`src/hdl/imu_sample_conditioner_unit_assert.svh`:
```
// Assertion macros for the IMU sample conditioner.
`ifndef IMU_SAMPLE_CONDITIONER_UNIT_ASSERT_SVH
`define IMU_SAMPLE_CONDITIONER_UNIT_ASSERT_SVH
`ifndef SYNTH
`define ISC_ASSERT(lbl, cond, msg) \
  lbl: assert property (@(posedge clk) disable iff (rst) (cond)) else $error(msg);
`define ISC_ASSERT_IMP(lbl, pre, post, msg) \
  lbl: assert property (@(posedge clk) disable iff (rst) (pre) |-> (post)) else $error(msg);
`else
`define ISC_ASSERT(lbl, cond, msg)
`define ISC_ASSERT_IMP(lbl, pre, post, msg)
`endif
`endif

```
`src/hdl/isc_pkg.sv`:
```
package isc_pkg;

  localparam int AXES        = 6;
  localparam int SAT_LIMIT   = 32760;
  localparam int RAW_W       = 16;
  localparam int WORDS       = 7;
  localparam int IN_DATA_W   = 112;
  localparam int IN_USER_W   = 2;
  localparam int OUT_DATA_W  = 216;
  localparam int OUT_USER_W  = 3;
  localparam int ADDR_W      = 5;
  localparam int GAIN_W      = 24;
  localparam int BIAS_W      = 25;
  localparam int SUM_W       = 33;
  localparam int O_W         = 17;
  localparam int V_W         = 26;
  localparam int PROD_W      = 51;
  localparam int RND_SHIFT   = 16;
  localparam int TEMP_MUL    = 50251;
  localparam int TEMP_OFFSET = 5376;
  localparam int CAL_MIN     = 100;
  localparam int CNT_W       = 16;
  localparam int DIV_W       = 42;
  localparam int DEN_W       = 16;
  localparam int DIV_CNT_W   = $clog2(DIV_W + 1);

  typedef enum logic [2:0] {
    REG_ACCEL_GAIN = 3'd0,
    REG_GYRO_GAIN  = 3'd1,
    REG_ORIENT     = 3'd2,
    REG_CAL_TOTAL  = 3'd3,
    REG_ONE_G      = 3'd4,
    REG_ERR_LIMIT  = 3'd5
  } reg_idx_t;

  typedef enum logic [1:0] {
    ST_OK        = 2'd0,
    ST_BUS_FAIL  = 2'd1,
    ST_FLOATING  = 2'd2,
    ST_SATURATED = 2'd3
  } status_t;

  typedef enum logic [1:0] {
    CAL_NONE = 2'd0,
    CAL_PASS = 2'd1,
    CAL_FAIL = 2'd2
  } cal_result_t;

  typedef enum logic [7:0] {
    S_IDLE   = 8'b0000_0001,
    S_SUB    = 8'b0000_0010,
    S_MUL    = 8'b0000_0100,
    S_RND    = 8'b0000_1000,
    S_UPD    = 8'b0001_0000,
    S_DSTART = 8'b0010_0000,
    S_DWAIT  = 8'b0100_0000,
    S_OUT    = 8'b1000_0000
  } state_t;

  typedef struct packed {
    logic [GAIN_W-1:0] accel_gain;
    logic [GAIN_W-1:0] gyro_gain;
    logic [3:0]        orientation;
    logic [CNT_W-1:0]  cal_sample_total;
    logic [14:0]       one_g_counts;
    logic [7:0]        error_limit;
  } cfg_t;

  function automatic logic axis_saturated(input logic signed [RAW_W-1:0] a);
    return (int'(a) >= SAT_LIMIT) || (int'(a) <= -SAT_LIMIT);
  endfunction

endpackage

```
`src/hdl/isc_regs.sv`:
```
module isc_regs
  import isc_pkg::*;
(
  input  logic              clk,
  input  logic              rst,
  input  logic              psel,
  input  logic              penable,
  input  logic              pwrite,
  input  logic [ADDR_W-1:0] paddr,
  input  logic [31:0]       pwdata,
  output logic [31:0]       prdata,
  output logic              pready,
  output cfg_t              cfg
);

  reg_idx_t idx;
  logic     wr;

  assign idx    = reg_idx_t'(paddr[ADDR_W-1:2]);
  assign pready = 1'b1;
  assign wr     = psel && penable && pwrite;

  always_ff @(posedge clk) begin
    if (rst) begin
      cfg.accel_gain       <= GAIN_W'(2048);
      cfg.gyro_gain        <= GAIN_W'(511500);
      cfg.orientation      <= 4'd0;
      cfg.cal_sample_total <= CNT_W'(1000);
      cfg.one_g_counts     <= 15'd8192;
      cfg.error_limit      <= 8'd5;
    end else if (wr) begin
      case (idx)
        REG_ACCEL_GAIN: cfg.accel_gain       <= pwdata[GAIN_W-1:0];
        REG_GYRO_GAIN:  cfg.gyro_gain        <= pwdata[GAIN_W-1:0];
        REG_ORIENT:     cfg.orientation      <= pwdata[3:0];
        REG_CAL_TOTAL:  cfg.cal_sample_total <= pwdata[CNT_W-1:0];
        REG_ONE_G:      cfg.one_g_counts     <= pwdata[14:0];
        REG_ERR_LIMIT:  cfg.error_limit      <= pwdata[7:0];
        default: ;
      endcase
    end
  end

  always_comb begin
    case (idx)
      REG_ACCEL_GAIN: prdata = 32'(cfg.accel_gain);
      REG_GYRO_GAIN:  prdata = 32'(cfg.gyro_gain);
      REG_ORIENT:     prdata = 32'(cfg.orientation);
      REG_CAL_TOTAL:  prdata = 32'(cfg.cal_sample_total);
      REG_ONE_G:      prdata = 32'(cfg.one_g_counts);
      REG_ERR_LIMIT:  prdata = 32'(cfg.error_limit);
      default:        prdata = 32'd0;
    endcase
  end

endmodule

```
`config.mk`:
```
export PLATFORM = sky130hd
export DESIGN_NAME = isc_regs
export DESIGN_NICKNAME = d
export VERILOG_FILES = /design/src/hdl/imu_sample_conditioner_unit_assert.svh /design/src/hdl/isc_pkg.sv /design/src/hdl/isc_regs.sv
export SDC_FILE = /design/constraint.sdc
export NUM_CORES = 1
export LEC_CHECK = 0
export BUFFER_PORTS_ARGS = -buffer_cell sky130_fd_sc_hd__buf_2
export CAP_MARGIN = 20
export CORE_MARGIN = 5
export CORE_UTILIZATION = 40
export DETAILED_ROUTE_END_ITERATION = 16
export PLACE_DENSITY = 0.69
export SKIP_CTS_REPAIR_TIMING = 1
export SYNTH_ARGS = -nofsm -noshare
export SYNTH_HDL_FRONTEND = slang
export SYNTH_SLANG_ARGS = --single-unit
```
`constraint.sdc`:
```
create_clock -name clk -period 1.5 [get_ports clk]
set_input_delay 0.3 -clock clk [delete_from_list [all_inputs] [get_ports clk]]
set_output_delay 0.3 -clock clk [all_outputs]
set_load 0.005 [all_outputs]
```
* Yosys cells after proc, flatten, opt, wreduce, memory -nomap -nowiden
Cells that the tools add are included.
Widths: inputs -> output; s select.
** Cells by class
- Equality and inequality tests :: 5
- Muxes and demuxes :: 1
- Reduce and logical (&&, ||, !) cells :: 9
** Operators by type and width (number)
- $pmux 24 s6 :: 1
- $reduce_and 2->1 :: 6
- $eq 3x2->1 const B :: 2
- $eq 3x3->1 const B :: 2
- $eq 3x1->1 const B :: 1
- $logic_not 3->1 :: 1
- $logic_and 1x1->1 :: 2
** Word-level totals
- Bits in registers :: 91
- Input bits :: 42
- Output and inout bits :: 124
- Word-level logic and storage cells :: 21

* Longest topological paths before layout
- Depth in word-level cells :: 3
- Depth in mapped cells :: 6
- Mapped depth without buffers :: 3

* Least setup slack after synthesis
Ideal clock, no wire load.
- Kind :: in2out
- Start :: in paddr[3]
- End :: out prdata[1]
- Arrival time :: 1186 ps
- Slack :: 14 ps
- Stages :: 5
- Buffers on the path :: 2
- Cells stage by stage :: buf_6 -> and2_1 -> buf_6 -> a32o_1 -> a211o_1
** Between the ends
- Word-level cells in the longest chain between the ends :: 2
** RTL lines
- start, declared :: RTL line isc_regs.sv:9 : input logic [ADDR_W-1:0] paddr,
- $eq 3x3->1 (tied with other cells) :: RTL line isc_regs.sv:45 : case (idx)
- $pmux 24 s6 (*) :: RTL line isc_regs.sv:45
- end, declared :: RTL line isc_regs.sv:11 : output logic [31:0] prdata,
Mark *: on every way between the ends. The rest lies on a longest branch, timed or not.

* Worst setup path in the final report
- Start :: reg cfg[47] in the netlist's numbering
- End :: out prdata[4]
** Between the ends
- Word-level cells in the longest chain between the ends :: 1
** RTL lines
- start, declared :: RTL line isc_regs.sv:13 : output cfg_t cfg
- $pmux 24 s6 :: RTL line isc_regs.sv:45
Every way passes these cells.

==> flow_summary.ini <==
[run_status]
status = finished, violations left
violations = negative setup slack

[sta]
whs_ps = 227
fin_crit_sh = 1.10
rsz0062_at_grt = true
fin_worst_skew_ps = 0
min_period_ps = 1650
setup_violations = 17
timing.final.hold_violations = 0
maxSlewViolCount = 0
max_freq_mhz = 604
setup_ws_ps = -154

[logic_synthesis]
ys_seq_area_frac = 0.401
ys_top_cells_by_area = dfxtp_1 40%, mux2i_1 14%, a21oi_1 5.7%, nand3_1 5.7%, nand2b_1 4.5%
synth-async-reset-ratio = 0
synthTopCellsByCount = 91 x dfxtp_1, 64 x mux2i_1, 52 x a21oi_1, 52 x nand3_1, 49 x nor2_1
avgSynthCellArea_sq_um = 8.90
ys.flop_type = dfxtp_1
synth_edf_count = 0
synth_most_common_cell = dfxtp_1
synth_area_sq_um = 4550
synth_cell_type_count = 43
netlist.area_leader.share = 0.401
synth_top_area_cell = dfxtp_1
syn_inst = 511
ys_ff_latch = 91
yosys_warnings = 0

[hold_path]
hp-class = in2reg

[clock_tree]
clock_path_buffers = 2
htree_levels = 3
cts_made_buffers = 9
clkTransAtPathRegs_ps = 60
clock_sinks = 91
clk_latency_ps = 330
cts_root_buffer = clkbuf_16
cts_tree = done

[critical_path]
critPathSlowestCell = dfxtp_2
reg2reg_slack_ps = 720
cp_num_buf_inv = 1
worst-setup-path-type = reg2out
worstSetupEndpointType = output port
critical_path_arrival_ps = 1350
required_ps = 1200
crit_chain = mux2_4 -> a221oi_2 -> nor2_1 -> buf_2
critical_path.top_delay_family = flip-flops
crit_fanout = 2
startpoint_type = flip-flop
max_stage_delay_ps = 320

[finish]
largest_reg_flops = 91
fin_area_sq_um = 6470
syn_to_final_growth_pct = 42.2
drive_gt1_frac = 0.451
regMostFlops = cfg
reg_top3 = cfg (91)
nets = 727
n_fill_cell = 1004
diodes = 0

[run]
maxCapViolations = 0

[drt]
routed_wl_mm = 15.8
wire_per_inst_um = 18.9
vias_per_cell = 5.47
drtIter0Drc = 355
drcViolationCount = 0
ant_nets = 0
vias = 4560
drtPass1Iterations = 5

[floorplanning]
pin_count = 166
initial_core_util = 0.403
fp-row-count = 39
die_h_um = 117
dieArea_sq_um = 13600
die_x_um = 117
coreArea_sq_um = 11300

[power_and_ir_drop]
powerDensity_nw_per_um2 = 841
leakagePower_uw = 0.00292
max-vdd-ir-drop_uv = 638

[place]
postPlaceCellArea_sq_um = 5660
port_buffers = 146
place_ws_ps = -254
routabilityCongestion = 0.930
dp_hpwl_mm = 11.3

[global_routing]
grt_pass1_wl_mm = 23.4
grt_overflow = 0
grt_pass1_vias = 4385
grt_max_degree = 31
antenna_found_initial = 0
grt_use_total = 0.219
[metrics by stage]
step | TNS (ps) | utilization | std cells | power, uW
floorplan | 0 | - | 518 | 2840
global placement | -13500 | 0.502 | 803 | 3090
detailed placement | -15760 | 0.502 | 803 | 3100
CTS | -4440 | 0.528 | 819 | 5350
global route | -1630 | 0.574 | 833 | 5610
finish | -969 | 0.574 | 833 | 5440
[layout by cell type, fill, tap and decap left out, drive strengths merged, types with 2 or more instances in the layout]
cell type,count
a221oi,2
o2bb2ai,7
clkinvlp,2
nand2b,33
nor2b,2
a21oi,52
o22ai,2
a31o,7
nor2,52
o221ai,3
a22oi,5
dfxtp,91
o21ai,51
buf,210
clkbuf,14
mux2i,64
nand2,7
mux2,8
nand3,52
conb,9
o21a,2
clkinv,2
[worst reg2reg max path, stage by stage (launching register included)]
cell,delay [ps]
dfxtp_2,370
buf_4,120
o21ai_0,80
a21oi_1,140
[report_power, final]
part | leakage [uW] | switching [uW] | internal [uW] | total, uW
Clock | 0.000139 | 931 | 1340 | 2270
Combinational | 0.00204 | 387 | 334 | 720
Sequential | 0.000741 | 16.5 | 2430 | 2450
Total | 0.00292 | 1330 | 4100 | 5440
[cells by family after synthesis]
group,share of synthesized area
mux,0.161
simple gates,0.182
flops,0.401
compound gates,0.171
buf+inv,0.0836
other cells,0.00165
[routing by layer]
metal  routed length (um)  vias to the layer above  GRT usage
met1                 6720                     2214      0.288
met5                    0                        -          0
met4                  170                        0     0.0420
li1                     -                     2147          -
met3                 1120                       14     0.0487
met2                 7750                      185      0.373
[final timing paths]
check / start / end / depth (start not counted)
min: pwdata[20] / cfg[87]$_SDFFE_PP0P_ / 3
max reg2reg: cfg[56]$_SDFFE_PP0P_ / cfg[56]$_SDFFE_PP0P_ / 3
max: cfg[47]$_SDFFE_PP0P_ / prdata[4] / 4
min reg2reg: cfg[3]$_SDFFE_PP0P_ / cfg[3]$_SDFFE_PP0P_ / 2
[final cells by class]
type / count / area (sq um) / share of cell area
Multi-Input combinational cell: 370 / 2620 / 0.405
Tap cell: 143 / 179 / 0.0277
Clock buffer: 12 / 246 / 0.0381
Clock inverter: 4 / 50.0 / 0.00774
Inverter: 1 / 3.75 / 0.000580
Timing Repair Buffer: 212 / 1510 / 0.234
Sequential cell: 91 / 1860 / 0.287
Note: power is estimated with default switching activity, not from simulation.
