File: src/hdl/imu_sample_conditioner_unit_assert.svh
// Assertion macros for the IMU sample conditioner.
`ifndef IMU_SAMPLE_CONDITIONER_UNIT_ASSERT_SVH
`define IMU_SAMPLE_CONDITIONER_UNIT_ASSERT_SVH
`ifndef SYNTH
`define ISC_ASSERT(lbl, cond, msg) \
  lbl: assert property (@(posedge clk) disable iff (rst) (cond)) else $error(msg);
`define ISC_ASSERT_IMP(lbl, pre, post, msg) \
  lbl: assert property (@(posedge clk) disable iff (rst) (pre) |-> (post)) else $error(msg);
`else
`define ISC_ASSERT(lbl, cond, msg)
`define ISC_ASSERT_IMP(lbl, pre, post, msg)
`endif
`endif

File: src/hdl/isc_pkg.sv
package isc_pkg;

  localparam int AXES        = 6;
  localparam int SAT_LIMIT   = 32760;
  localparam int RAW_W       = 16;
  localparam int WORDS       = 7;
  localparam int IN_DATA_W   = 112;
  localparam int IN_USER_W   = 2;
  localparam int OUT_DATA_W  = 216;
  localparam int OUT_USER_W  = 3;
  localparam int ADDR_W      = 5;
  localparam int GAIN_W      = 24;
  localparam int BIAS_W      = 25;
  localparam int SUM_W       = 33;
  localparam int O_W         = 17;
  localparam int V_W         = 26;
  localparam int PROD_W      = 51;
  localparam int RND_SHIFT   = 16;
  localparam int TEMP_MUL    = 50251;
  localparam int TEMP_OFFSET = 5376;
  localparam int CAL_MIN     = 100;
  localparam int CNT_W       = 16;
  localparam int DIV_W       = 42;
  localparam int DEN_W       = 16;
  localparam int DIV_CNT_W   = $clog2(DIV_W + 1);

  typedef enum logic [2:0] {
    REG_ACCEL_GAIN = 3'd0,
    REG_GYRO_GAIN  = 3'd1,
    REG_ORIENT     = 3'd2,
    REG_CAL_TOTAL  = 3'd3,
    REG_ONE_G      = 3'd4,
    REG_ERR_LIMIT  = 3'd5
  } reg_idx_t;

  typedef enum logic [1:0] {
    ST_OK        = 2'd0,
    ST_BUS_FAIL  = 2'd1,
    ST_FLOATING  = 2'd2,
    ST_SATURATED = 2'd3
  } status_t;

  typedef enum logic [1:0] {
    CAL_NONE = 2'd0,
    CAL_PASS = 2'd1,
    CAL_FAIL = 2'd2
  } cal_result_t;

  typedef enum logic [7:0] {
    S_IDLE   = 8'b0000_0001,
    S_SUB    = 8'b0000_0010,
    S_MUL    = 8'b0000_0100,
    S_RND    = 8'b0000_1000,
    S_UPD    = 8'b0001_0000,
    S_DSTART = 8'b0010_0000,
    S_DWAIT  = 8'b0100_0000,
    S_OUT    = 8'b1000_0000
  } state_t;

  typedef struct packed {
    logic [GAIN_W-1:0] accel_gain;
    logic [GAIN_W-1:0] gyro_gain;
    logic [3:0]        orientation;
    logic [CNT_W-1:0]  cal_sample_total;
    logic [14:0]       one_g_counts;
    logic [7:0]        error_limit;
  } cfg_t;

  function automatic logic axis_saturated(input logic signed [RAW_W-1:0] a);
    return (int'(a) >= SAT_LIMIT) || (int'(a) <= -SAT_LIMIT);
  endfunction

endpackage

File: src/hdl/isc_divider.sv
module isc_divider
  import isc_pkg::*;
(
  input  logic             clk,
  input  logic             rst,
  input  logic             start,
  input  logic [DIV_W-1:0] dividend,
  input  logic [DEN_W-1:0] divisor,
  output logic             done,
  output logic [DIV_W-1:0] quotient
);

  logic [DIV_CNT_W-1:0] cnt;
  logic [DEN_W-1:0]     rem;
  logic [DEN_W-1:0]     den;
  logic [DEN_W:0]       trial;
  logic                 fits;

  assign trial = {rem, quotient[DIV_W-1]};
  assign fits  = trial >= {1'b0, den};

  always_ff @(posedge clk) begin
    if (rst) begin
      cnt  <= '0;
      done <= 1'b0;
    end else begin
      done <= !start && (cnt == DIV_CNT_W'(1));
      if (start) begin
        cnt <= DIV_CNT_W'(DIV_W);
      end else if (cnt != '0) begin
        cnt <= cnt - 1'b1;
      end
    end
  end

  always_ff @(posedge clk) begin
    if (start) begin
      quotient <= dividend;
      rem      <= '0;
      den      <= divisor;
    end else if (cnt != '0) begin
      quotient <= {quotient[DIV_W-2:0], fits};
      rem      <= fits ? DEN_W'(trial - {1'b0, den}) : trial[DEN_W-1:0];
    end
  end

endmodule
File: config.mk
export PLATFORM = sky130hd
export DESIGN_NAME = isc_divider
export DESIGN_NICKNAME = d
export VERILOG_FILES = /design/src/hdl/imu_sample_conditioner_unit_assert.svh /design/src/hdl/isc_pkg.sv /design/src/hdl/isc_divider.sv
export SDC_FILE = /design/constraint.sdc
export NUM_CORES = 1
export LEC_CHECK = 0
export ABC_AREA = 1
export BUFFER_PORTS_ARGS = -buffer_cell sky130_fd_sc_hd__buf_2
export CAP_MARGIN = 10
export CORE_ASPECT_RATIO = 0.7
export CORE_MARGIN = 4
export CORE_UTILIZATION = 45
export CTS_CLUSTER_DIAMETER = 150
export DETAILED_ROUTE_END_ITERATION = 7
export GPL_TIMING_DRIVEN = 0
export PLACE_DENSITY = 0.69
export SETUP_SLACK_MARGIN = 0.5
export SLEW_MARGIN = 30
export SYNTH_ARGS = -nofsm -noshare
export SYNTH_HDL_FRONTEND = slang
export SYNTH_SLANG_ARGS = --single-unit
File: constraint.sdc
create_clock -name clk -period 5.3 [get_ports clk]
set_clock_uncertainty 0.2 [all_clocks]
set_input_delay 0.265 -clock clk [delete_from_list [all_inputs] [get_ports clk]]
set_output_delay 0.265 -clock clk [all_outputs]
set_load 0.02 [all_outputs]
# --- Yosys cells after proc, flatten, opt, wreduce, memory -nomap -nowiden ---
# Index checks and enable logic that the tools add are counted.
totals:
  wordCells: 20
  input_bits: 61
  mem_bits_rw: 0
  regBits: 81
  latchBits: 0
  memories: 0
  out_inout_bits: 43
  mem_bits_ro: 0
op_classes:
  reduce_logical: 5
  div: 0
  bitwise_logic: 0
  addsub: 2
  shifts: 0
  multipliers: 0
  mux: 5
  eq_ne: 1
  n_lt_le_gt_ge: 1
ops:
  columns: ["operator", "count"]
  rows:
  - ["$mux W42", 2]
  - ["$ge A17 B16 Y1", 1]
  - ["$mux W16", 1]
  - ["$sub A16 B16 Y16", 1]
  - ["$mux W6", 2]
  - ["$eq A6 B1 Y1 const B", 1]
  - ["$reduce_bool A6 Y1", 1]
  - ["$sub A6 B1 Y6 const B", 1]
  - ["$reduce_bool A2 Y1", 1]
  - ["$reduce_or A2 Y1", 1]
  - ["$logic_and A1 B1 Y1", 1]
  - ["$logic_not A1 Y1", 1]

# --- Logic depth before layout (Yosys ltp) ---
logic_depth:
  depth_word: 3
  mapped_depth: 15
  ltp_nobuf: 15

# --- Worst setup path before layout ---
# No wires, ideal clock.
synth_path:
  path_kind: "reg2reg"
  start: "register cnt[0]"
  end: "register quotient[0] (enable)"
  path_stages_with_launch: 8
  n_path_buf: 0
  path_slack_ns: 2.828
  setup_time_ns: 0.402
  t_arrival_ns: 1.869
  synth_period_minus_slack_ns: 2.472
  required_time_ns: 4.698
  cell_sequence: "dfxtp_1 > inv_1 > ha_1 > inv_1 > nor2_4 > nand2_4 > nor2_4 > inv_1"
synth_via:
  elab_chain_len: 2
synth_lines:
  columns: ["item", "line", "rtl"]
  rows:
  - ["start: declaration", "isc_divider.sv:13", "logic [DIV_CNT_W-1:0] cnt;"]
  - ["start signal: assignment", "isc_divider.sv:29", "cnt <= DIV_CNT_W'(DIV_W);"]
  - ["start signal: assignment", "isc_divider.sv:31", "cnt <= cnt - 1'b1;"]
  - ["$reduce_bool A6 Y1", "isc_divider.sv:41", "end else if (cnt != '0) begin"]
  - ["$reduce_bool A2 Y1 (no line)", null, null]
  - ["end signal: assignment", "isc_divider.sv:38", "quotient <= dividend;"]
  - ["end signal: assignment", "isc_divider.sv:42", "quotient <= {quotient[DIV_W-2:0], fits};"]
  - ["end: declaration", "isc_divider.sv:10", "output logic [DIV_W-1:0] quotient"]
# Every way passes these cells.
# A chain may end at the register's enable or synchronous reset.

# --- Worst setup path after layout ---
layout_path:
  start: "register quotient[41]"
  end: "register rem[8]"
layout_via:
  elab_chain_len: 2
  elab_cells_between_ends: 3
  cone_classes: "add/sub (1); order compare (1); mux (1)"
layout_lines:
  columns: ["item", "line", "rtl"]
  rows:
  - ["$sub A16 B16 Y16 or $ge A17 B16 Y1 (tied branches)", "isc_divider.sv:43, isc_divider.sv:20", null]
  - ["$mux W16 (*)", "isc_divider.sv:43", "rem <= fits ? DEN_W'(trial - {1'b0, den}) : trial[DEN_W-1:0];"]
  - ["end signal: assignment", "isc_divider.sv:43", null]
  - ["end: declaration", "isc_divider.sv:14", "logic [DEN_W-1:0] rem;"]
# Mark *: on every way between the ends. The rest lies on a longest branch, timed or not.

==> metrics <==
worst setup path endpoint rem[8]; CP max stage cell o21ai_0; Synth area leader edfxtp_1; Startpoint Class flip-flop; most frequent CP cell nand2_1; CTS tree yes; Syn Area/Cell 8.251 um^2; number of global-route vias before repair 3749; Tightest Hold Check Type input port to flip-flop; worst-path cell chain inv_1 > ha_1 > fa_1 > o21ai_0 > nand2_1 > nand2_1 > xor2_1 > nand2_1 > nand3_1 > o21ai_0; fin crit period 2.547 ns; Mapped Area 4481 um^2; Post-Syn Instances 543; Layout Nets 771; fin. max-slew vios 0; clock buffer depth 2; CP delay by family, top adder cells; DR iter-0 viols 291; Levels on crit path 10; maxcap violations 0; R2R setup slack 2.75 ns; post-cts sizing count 0; I/O Pins 104; Placed Cells 774; Buffers on Ports 103; max_slew headroom 0.5865; CP peak stage delay 0.48 ns; setup violators final 0; Pre-Repair DR Iteration Count 5; Routed Antenna Nets 0; Seq/Total Area, Yosys 0.4915; layout cells sized above 1 0.2112; global-route wire length before repair 17910 um; total power 2.608 mW; H-tree depth 3; Antenna Cells 0; Final Cycle Share 0.4805; global route total overflow 0; Overall Global Routing Usage 0.1921; Util after Layout 0.5983; Die Ht 91.49 um; die area 11640 um^2; Cell variety after synth 37; actual slew at the worst max-slew pin 0.6202 ns; worst r2r src quotient[41]; routed vias 3962; Initial Util 0.4627; crit path max fanout 4; clock-pin slew on the worst setup and hold paths 0.06 ns; design area 5794 um^2; Yosys top cell area share 0.3887; CORE AREA 9684 um^2; Layout Cells excl Fill 824; worst skew pair latency 0.34 ns; length in cells of the worst reg-to-reg path 10; outcome finished, final reports clean; final wirelength 11000 um; routed len/inst 13.35 um; crit path from quotient[41]; unrepaired setup endpoints after global routing false; Crit Path Class flip-flop to flip-flop; Hold Violations, Final 0; Leakage Power 2.942 nW; WP data required 5.30 ns; largest net degree at the start of global routing 51; RePlAce Congestion 0.9408; Post-route DRC 0; Worst Path Buf+Inv 1; YS warnings 0; CTS Hold Buffers Added 33; Post-Syn Nets 623; P&R area growth vs syn 29.32%; Synth area leaders edfxtp_1 39%, nand2_1 19%, dfxtp_1 10%; root cell of the clock tree clkbuf_16; post-synthesis register bit count 81; initial antenna violation count 0; Die W 127.3 um; Via density 4.808; filler instances 879; reg-to-reg endpoint rem[8]; Arrival @ worst endpoint 2.55 ns; number of post-CTS setup repair buffers 0; Sink Count 81; power density cells 450.0 nW/um^2; final setup TNS 0 ns; Peak VDD IR 0.2150 mV; max frequency 0.3926 GHz; # rows 30; DP HPWL 8057 um; Placed Area 5159 um^2; number of CTS-inserted buffers 9; Worst setup EP type flip-flop
[worst min-delay path by stage]
| stage | from | end | slack [ns] | cells after the start |
|---|---|---|---|---|
| 2_1_floorplan | rst | cnt[3] | 0.13 | 1 |
| 3_3_place_gp | divisor[4] | den[4] | 0.24 | 1 |
| 3_5_place_dp | divisor[8] | den[8] | 0.24 | 1 |
| 4_1_cts | dividend[10] | quotient[10] | 0.001 | 3 |
| 5_1_grt | dividend[34] | quotient[34] | 0.002 | 3 |
| 6_report | dividend[11] | quotient[11] | 0.006 | 3 |
[tightest hold or removal path, delay by kind of cell]
family                 cells  cell delay (ns)
and+or+nand+nor            2             0.10
buffers and inverters      1             0.08
[flip-flops by register name (all words and copies together), names as in the netlist]
name and count:
quotient 42, den 16, rem 16, cnt 6, done 1
[cell usage after synthesis, drive strengths merged]
cell / number
nor2: 25
fa: 1
nand3: 43
clkbuf: 10
a21oi: 12
edfxtp: 58
and2: 1
dfxtp: 23
a31oi: 2
inv: 69
nor3: 4
buf: 3
ha: 18
a221oi: 1
nand3b: 5
nand2: 236
clkinv: 1
xnor2: 5
nor4: 1
o21bai: 3
nand4: 4
o21ai: 10
or2: 3
xor2: 5
[power by group]
group,switching [mW],internal [mW],total (mW),leakage [nW]
registers,0.0679,0.813,0.881,0.799
clock network,0.253,0.367,0.620,0.137
logic,0.693,0.414,1.11,2.01
total,1.01,1.59,2.61,2.94
[cells by family (layout without fill, tap and decap cells)]
group,count (synthesis),after routing,share of synthesized area
compound gates,28,28,0.03602
flops,81,81,0.4915
simple gates,322,322,0.3206
fa+ha+maj,19,19,0.05473
buf+inv,83,236,0.07763
xor+xnor,10,10,0.01955
[area by class of cell]
class,count,area [um^2],area share
buffer,13,85.08,0.01468
clock buffer,10,229.0,0.03952
clock inverter,6,66.31,0.01144
inverter,70,265.3,0.04578
multi-input combinational,379,1931,0.3332
sequential,81,2202,0.3800
tap,128,160.2,0.02764
timing repair buffer,137,855.8,0.1477
[per-layer routing]
metal  track usage  share of wire
met1        0.2801           0.49
met2        0.2855           0.43
met3       0.04938          0.061
met4       0.04464          0.011
met5             0              0
[layout by cell type, fill, tap and decap left out, types with 2 or more instances in the layout]
cell type | Yosys | final
nor2_4 | 5 | 5
clkinvlp_4 | 0 | 2
nand2_2 | 4 | 4
nand3b_1 | 5 | 5
inv_1 | 68 | 67
nand2_1 | 230 | 230
xor2_1 | 5 | 5
nand3_2 | 5 | 5
nand2_4 | 2 | 2
xnor2_1 | 5 | 5
a21oi_1 | 12 | 12
clkbuf_1 | 9 | 10
buf_6 | 2 | 2
o21ai_0 | 8 | 8
nor2_1 | 19 | 19
ha_1 | 18 | 18
a31oi_1 | 2 | 2
buf_2 | 0 | 103
inv_6 | 0 | 2
nor3_1 | 2 | 2
dfxtp_1 | 23 | 23
clkbuf_16 | 0 | 9
dlygate4sd3_1 | 0 | 34
nor3_4 | 2 | 2
nand4_1 | 4 | 4
o21bai_1 | 3 | 3
o21ai_2 | 2 | 2
edfxtp_1 | 58 | 58
nand3_1 | 37 | 37
clkinv_1 | 1 | 2
[per-stage QoR]
stage               setup WS [ns]  hold WS (ns)
detailed placement          2.768        0.2431
floorplan                   2.828        0.1341
global route                2.611      0.002178
global placement            1.979        0.2424
finish                      2.753      0.005915
CTS                         2.771      0.001144
Note: power is estimated with default switching activity, not from simulation.
